$ cat src/vps_pkg.sv
package vps_pkg;
   localparam int COORD_WIDTH_DEF = 32;
   localparam logic [16:0] DRAG_RESET = 17'd65470;
   localparam logic [2:0] KIND_STEP = 3'd0;
   localparam logic [2:0] KIND_ATTRACT = 3'd1;
   localparam logic [2:0] KIND_REPEL = 3'd2;
   localparam logic [2:0] KIND_BOX = 3'd3;
   localparam logic [2:0] KIND_LOAD = 3'd4;
   localparam logic [2:0] CSR_DRAG = 3'd0;
   localparam logic [2:0] CSR_LOCKED = 3'd1;
   localparam logic [2:0] CSR_FORCE_X = 3'd2;
   localparam logic [2:0] CSR_FORCE_Y = 3'd3;
   localparam logic [2:0] CSR_FORCE_Z = 3'd4;

   typedef struct packed {
      logic [2:0] kind;
      logic signed [31:0] ax;
      logic signed [31:0] ay;
      logic signed [31:0] az;
      logic signed [31:0] bx;
      logic signed [31:0] by_max;
      logic signed [31:0] bz;
      logic [30:0] radius;
      logic signed [31:0] strength;
      logic [30:0] step_time;
   } req_type;

   typedef struct packed {
      logic signed [31:0] pos_x;
      logic signed [31:0] pos_y;
      logic signed [31:0] pos_z;
   } rsp_type;

   // controller to datapath
   typedef struct packed {
      logic load;     // capture request, start op
      logic step;     // advance one micro-step
   } cmd_type;

   // datapath to controller
   typedef struct packed {
      logic done;
   } sts_type;
endpackage

$ cat src/vps_ctrl.sv
module vps_ctrl (
   input  logic clock,
   input  logic reset,
   input  logic req_valid,
   output logic req_ready,
   output logic rsp_valid,
   input  logic rsp_ready,
   output vps_pkg::cmd_type cmd,
   input  vps_pkg::sts_type sts
);
   import vps_pkg::*;
   localparam logic [1:0] ST_IDLE = 2'd0;
   localparam logic [1:0] ST_BUSY = 2'd1;
   localparam logic [1:0] ST_OUT = 2'd2;
   logic [1:0] state_ff, state_in;

   always_comb begin
      state_in = state_ff;
      cmd = '0;
      req_ready = 1'b0;
      rsp_valid = 1'b0;
      case (state_ff)
         ST_IDLE: begin
            req_ready = 1'b1;
            if (req_valid) begin
               cmd.load = 1'b1;
               state_in = ST_BUSY;
            end
         end
         ST_BUSY: begin
            cmd.step = 1'b1;
            if (sts.done) state_in = ST_OUT;
         end
         ST_OUT: begin
            rsp_valid = 1'b1;
            if (rsp_ready) state_in = ST_IDLE;
         end
         default: state_in = ST_IDLE;
      endcase
   end

   always_ff @(posedge clock) begin
      if (reset) state_ff <= ST_IDLE;
      else state_ff <= state_in;
   end

   a_out_hold: assert property (@(posedge clock) disable iff (reset)
      rsp_valid && !rsp_ready |=> rsp_valid) else $error("rsp dropped");
   a_no_accept_busy: assert property (@(posedge clock) disable iff (reset)
      state_ff == ST_BUSY |-> !req_ready) else $error("accept while busy");
   a_load_to_busy: assert property (@(posedge clock) disable iff (reset)
      cmd.load |=> state_ff == ST_BUSY) else $error("load lost");
endmodule

$ cat config.mk
export PLATFORM = sky130hd
export DESIGN_NAME = vps_ctrl
export DESIGN_NICKNAME = d
export VERILOG_FILES = /design/src/vps_pkg.sv /design/src/vps_ctrl.sv
export SDC_FILE = /design/constraint.sdc
export NUM_CORES = 1
export LEC_CHECK = 0
export BUFFER_PORTS_ARGS = -buffer_cell sky130_fd_sc_hd__clkbuf_2
export CORE_AREA = 2 2 39 41
export DETAILED_ROUTE_END_ITERATION = 8
export DIE_AREA = 0 0 41 43
export MAX_ROUTING_LAYER = met4
export PLACE_DENSITY = 0.3
export SETUP_SLACK_MARGIN = 0.3
export SLEW_MARGIN = 20
export SYNTH_ARGS = -nofsm -noshare
export SYNTH_HDL_FRONTEND = slang
export SYNTH_SLANG_ARGS = --single-unit
$ cat constraint.sdc
create_clock -name clock -period 1.3 [get_ports clock]
set_clock_uncertainty 0.1 [all_clocks]
set_input_delay 0.26 -clock clock [delete_from_list [all_inputs] [get_ports clock]]
set_output_delay 0.26 -clock clock [all_outputs]
set_load 0.1 [all_outputs]
==> results of run 1 <==
[worst register-to-register path, cell delays in order (launching register included)]
cell and delay (ns):
dfxtp_4 0.36, and2b_2 0.25, buf_4 0.14, buf_6 0.10
a32o_1 0.19
[kinds of logic after synthesis]
family / count (synthesis) / synth area share
simple gates: 6 / 0.346
flops: 2 / 0.410
compound gates: 2 / 0.205
buf+inv: 1 / 0.0384
[final cells by class]
type,instances,area (um^2)
tap,16,20.0
fill,149,1090
timing repair buffer,11,130
multi-input combinational,8,66.3
sequential,2,47.5
clock buffer,3,22.5
inverter,1,3.75
[power groups by stage]
stage | clock, mW | sequential, mW | combinational [mW]
after floorplan | 0 | 0.0738 | 0.104
after global placement | 0 | 0.0744 | 0.164
after detailed placement | 0 | 0.0749 | 0.165
after CTS | 0.149 | 0.0733 | 0.173
after global routing | 0.154 | 0.0734 | 0.183
final | 0.138 | 0.0721 | 0.177
[path summary, 6_finish.rpt]
check,end,depth (start not counted)
setup / recovery,cmd[0],2
hold / removal,state_ff[0]$_SDFFE_PP0P_,2
setup reg to reg,state_ff[1]$_SDFFE_PP0P_,4
hold reg to reg,state_ff[0]$_SDFFE_PP0P_,1
[layout by cell type, fill, tap and decap left out, drive strengths merged]
cell type | netlist | routed
buf | 0 | 7
a2111oi | 1 | 1
and2 | 1 | 1
clkbuf | 0 | 7
dfxtp | 2 | 2
inv | 1 | 1
and2b | 2 | 2
nor2 | 3 | 3
a32o | 1 | 1
[routing by layer]
layer  up-vias  routed length, um  GRT usage
met1        57                136     0.0511
met3         0                 51     0.0157
met4         0                  0     0.0800
met2        11                150     0.0563
met5         -                  0          -
li1         67                  -          -
[stage by stage]
stage	utilization	instances	cell area [um^2]	TNS (ns)	hold WS [ns]
final	0.210	41	290	-0.181	0.142
after CTS	0.197	40	273	-0.236	0.135
after detailed placement	0.168	35	233	0	0.361
after floorplan	-	11	113	-0.327	0.237
after global placement	0.168	35	233	0	0.346
after global routing	0.210	41	290	-0.326	0.143
[repair_timing]
item                                    CTS  global route
resized for setup                         1             3
cloned                                    0             0
setup buffers                             2             1
endpoints found under the setup margin    6             6
pin swaps                                 2             2
==> results by group, run 1 <==
Status
  – Status: finished, violations left
  – Failing checks: negative setup slack

Worst setup path
  – Critical path capture point type: output pin
  – Startpoint types: flip-flop
  – Critical-path cell list: and2b_4 -> buf_12
  – Crit path DAT: 1.01 ns
  – Largest stage delay, worst path: 0.34 ns
  – WS Path Type: flip-flop to output pin
  – Setup slack, reg-to-reg: 0.05 ns
  – Crit path from: state_ff[1]$_SDFFE_PP0P_
  – CP max FO: 4
  – Reg-to-reg startpoint: state_ff[0]$_SDFFE_PP0P_
  – Crit path max-delay family: flip-flops
  – Slowest CP cell: dfxtp_4
  – CP Data Required Time: 0.94 ns
  – Buf/Inv on CP: 1

Routing
  – Routed vias/inst: 3.29
  – DRC viols: 0
  – Detailed-router iteration count before antenna repair: 4
  – Avg WL per Cell: 8.24 um
  – DR vias: 135
  – Iter 0 DRT Violations: 2
  – Final WL: 338 um
  – Antenna violation net count after detailed routing: 0

Global routing
  – Pin count of the biggest net entering global routing: 6
  – Total GRT Usage: 0.0503
  – Vias in the first global route: 152
  – Gr ovfl total: 0
  – Initial antenna violation count: 0
  – Global-route wire length before repair: 503 um

Die
  – Io pins: 9
  – Die Span X: 41 um
  – Die area: 1760 um^2
  – Initial Utilization: 0.0705
  – DIE HEIGHT: 43 um
  – Area of the core: 1380 um^2
  – Row cnt: 14

Clock tree
  – CTS Root Cell: clkbuf_4
  – Worst-Skew Late Latency: 0.22 ns
  – CTS Buf Count: 3
  – Sink Count: 2
  – Worst-case clock buffer depth: 2
  – CTS tree: built
  – H-tree levels: 1
  – Clk slew on worst S/H paths: 0.03 ns
  – Hold buffers post-CTS: 0

Timing
  – Worst Tran Pin Value: 0.320 ns
  – Final Hold Violating Endpoints: 0
  – Slew Limit Fails: 0
  – Unrepaired setup endpoints after global routing: true
  – Crit path time final: 1.37 ns
  – FMAX: 0.732 GHz
  – Worst setup margin: -0.0662 ns
  – Slew HR: 0.786
  – Setup violators final: 3
  – Fin crit share: 1.05

Flow run
  – Max Cap Violations: 0

Pwr
  – Sw Share: 0.380
  – Net switching power: 0.147 mW
  – Sequential share of power: 0.186
  – Logic gate share of total power: 0.458
  – Internal cell power: 0.239 mW
  – Total power: 0.387 mW
  – Clock power frac: 0.356
  – Max VDD drop: 0.337 mV
  – Pwr dens: 1330 nW/um^2
  – Static Leak: 0.132 nW

Synthesis
  – EDFF count, synth: 0
  – Async S/R FF share, synth: 0
  – Commonest cells post-synth: 3 x nor2_1, 2 x dfxtp_1
  – Yosys warns: 0
  – #FFs+latches synth: 2
  – Main synth FF type: dfxtp_1
  – Sequential share of the synthesized area: 0.410
  – Synth Area per Inst: 8.87 um^2
  – Ranking of synthesized cells by area: dfxtp_1 41%, nor2_1 12%, a2111oi_1 10%
  – Syn Nets: 16
  – Synth unique cells: 8
  – Area leader, netlist: dfxtp_1
  – Mapped cell area: 97.6 um^2
  – Top-area cell type share of the netlist area: 0.410
  – Post-Syn Instances: 11
  – Most frequent cell after synthesis: nor2_1

Min path
  – Worst Hold Launch: reset
  – Hold crit path type: primary input to flip-flop

Cells and area
  – Nets: 32
  – Synth-to-Final Area Change: 197%
  – Largest reg by FF count: state_ff
  – Layout cells sized above 1: 0.800
  – Biggest regs: state_ff x2
  – Largest register FFs: 2
  – Antenna cell count: 0

Place
  – Port Buf Inserts: 8
  – GP Congestion: 0.544
  – Setup WS pre-CTS: 0.149 ns
  – HPWL after DPL: 282 um
Note: power is estimated with default switching activity, not from simulation.
==> run 2, diff against run 1 <==
SETUP_SLACK_MARGIN = 0.15   (was 0.3)
==> run 2 against run 1 <==
  * The flow still finishes with violations (negative setup slack)
  * Via count decreased by 5.2%
  * Total power decreased by 2.7%
  * Critical endpoint is now rsp_valid
  * Critical path depth unchanged
  * Critical path type unchanged
==> results by group, run 2 (synthesis results as in run 1) <==
Cells and area
  – Synth-to-Final Area Change: 177%
  – Post-Layout Cell Count: 39 (-4.9%)
  – Largest reg by FF count: state_ff
  – Most frequent cells in the layout: 4 x clkbuf_2, 4 x buf_12, 3 x clkbuf_4
  – Layout cells sized above 1: 0.783 (-0.0174)
  – Antenna cell count: 0 (unchanged)
  – Nets: 30 (-6.3%)
  – Largest register FFs: 2 (unchanged)
  – Biggest regs: state_ff x2

Pwr
  – Max VDD drop: 0.263 mV (-22%)
  – Static Leak: 0.121 nW (-8.4%)
  – Pwr dens: 1390 nW/um^2 (+4.5%)
  – Total power: 0.376 mW (-2.7%)
  – Internal cell power: 0.234 mW (-2.5%)
  – Clock power frac: 0.358 (+0.002)
  – Logic gate share of total power: 0.451 (-0.007)
  – Sw Share: 0.379 (-0.00160)
  – Sequential share of power: 0.192 (+0.006)
  – Net switching power: 0.142 mW (-3.1%)

Clock tree
  – Clk slew on worst S/H paths: 0.03 ns (about the same)
  – H-tree levels: 1 (unchanged)
  – CTS tree: built
  – Worst-case clock buffer depth: 2 (unchanged)
  – Sink Count: 2 (unchanged)
  – CTS Root Cell: clkbuf_4
  – Worst-Skew Late Latency: 0.22 ns (about the same)
  – CTS Buf Count: 3 (unchanged)

Worst setup path
  – WS Path Type: flip-flop to output pin
  – Critical path capture point type: output pin
  – Crit path max-delay family: flip-flops
  – Critical-path cell list: and2b_2 -> buf_12
  – Slowest CP cell: dfxtp_4
  – CP max FO: 5 (+1)
  – Buf/Inv on CP: 1 (unchanged)
  – Largest stage delay, worst path: 0.36 ns (+0.02 ns)
  – Startpoint types: flip-flop
  – CP Data Required Time: 0.94 ns (about the same)
  – Crit path DAT: 1.00 ns (about the same)

Die
  – Die Span X: 41 um (unchanged)
  – Die area: 1760 um^2 (unchanged)
  – Io pins: 9 (unchanged)
  – DIE HEIGHT: 43 um (unchanged)
  – Row cnt: 14 (unchanged)
  – Area of the core: 1380 um^2 (unchanged)
  – Initial Utilization: 0.0705 (unchanged)

Timing
  – Crit path time final: 1.36 ns (-0.00919 ns)
  – Slew Limit Fails: 0 (unchanged)
  – Slew HR: 0.799 (+0.0124)
  – Worst hold margin: 0.144 ns (+0.00211 ns)
  – Setup violators final: 3 (unchanged)
  – Worst Tran Pin Value: 0.301 ns (-0.0186 ns)
  – Setup TNS: -0.156 ns (+0.0257 ns)
  – Final Hold Violating Endpoints: 0 (unchanged)
  – Unrepaired setup endpoints after global routing: true
  – Fin crit share: 1.04 (-0.00707)
  – Worst setup margin: -0.0570 ns (+0.00919 ns)
  – FMAX: 0.737 GHz (+0.68%)

Global routing
  – Gr ovfl total: 0 (unchanged)
  – Busiest layer in global routing: met4
  – Pin count of the biggest net entering global routing: 6 (unchanged)
  – Vias in the first global route: 136 (-11%)
  – Total GRT Usage: 0.0421 (-0.00821)
  – Global-route wire length before repair: 441 um (-12%)
  – M2 GR Usage: 0.0438 (-0.0125)
  – Met1 usage: 0.0479 (-0.00319)
  – M3 GR Usage: 0.0157 (unchanged)
  – Initial antenna violation count: 0 (unchanged)

Place
  – Port Buf Inserts: 8 (unchanged)
  – Setup WS pre-CTS: 0.0972 ns (-0.0515 ns)
  – GP Congestion: 0.537 (-1.3%)
  – DP Cell Count: 35 (unchanged)

Routing
  – Iter 0 DRT Violations: 1 (-1)
  – Antenna violation net count after detailed routing: 0 (unchanged)
  – Routed vias/inst: 3.28 (-0.32%)
  – Avg WL per Cell: 7.79 um (-5.4%)
  – DR vias: 128 (-5.2%)
  – Final WL: 304 um (-10%)
  – Detailed-router iteration count before antenna repair: 2 (-2)
  – DRC viols: 0 (unchanged)

Status
  – Status: finished, violations left
  – Failing checks: negative setup slack

Flow run
  – Max Cap Violations: 0 (unchanged)

Min path
  – Hold crit path type: primary input to flip-flop
## run 2: cell types whose count changed in the layout (fill, tap and decap cells not counted), sizes merged
cell / change
buf: -2
## run 2: per-stage QoR
| stage | utilization | area, um^2 |
|---|---|---|
| floorplan | - | 110 |
| global placement | 0.166 | 230 |
| detailed placement | 0.166 | 230 |
| CTS | 0.193 | 267 |
| global route | 0.195 | 270 |
| finish | 0.195 | 270 |
## run 2: power by group through the flow
stage / Sequential (mW) / Clock (mW) / Combinational [mW]
finish: 0.0721 / 0.134 / 0.169
floorplan: 0.0730 / 0 / 0.102
CTS: 0.0720 / 0.147 / 0.168
global placement: 0.0737 / 0 / 0.162
global route: 0.0733 / 0.145 / 0.174
detailed placement: 0.0740 / 0 / 0.162
## run 2: path summary, 6_finish.rpt
check / to / slack (ns) / start / cells after the start
setup / recovery: rsp_valid / -0.06 / state_ff[0]$_SDFFE_PP0P_ / 2
hold / removal: state_ff[0]$_SDFFE_PP0P_ / 0.14 / sts / 2
setup reg to reg: state_ff[1]$_SDFFE_PP0P_ / 0.24 / state_ff[1]$_SDFFE_PP0P_ / 2
hold reg to reg: state_ff[0]$_SDFFE_PP0P_ / 0.35 / state_ff[1]$_SDFFE_PP0P_ / 1
## run 2: per-layer routing
| metal | vias to the layer above | part of all wire |
|---|---|---|
| met1 | 56 | 0.43 |
| met2 | 9 | 0.41 |
| met4 | 0 | 0 |
| met5 | - | 0 |
| li1 | 63 | - |
| met3 | 0 | 0.15 |
## run 2: timing repair
item	4_1_cts	5_1_grt
endpoints found under the setup margin	4	4
setup buffers	1	0
pin swaps	2	1
gates resized for setup	3	1
hold buffers	0	0
gates cloned	0	0
## run 2: worst reg2reg max path, delay by kind of cell (launching register included)
family	cells	cell delay [ns]
and+or+nand+nor	1	0.24
AOI/OAI and AO/OA	1	0.25
DFF	1	0.36
## run 2: cell type report
cell class                 count  area [um^2]
clock buffer                   3         22.5
fill                         151         1110
inverter                       1         3.75
multi-input combinational      8         65.1
sequential                     2         47.5
tap                           16         20.0
timing repair buffer           9          111
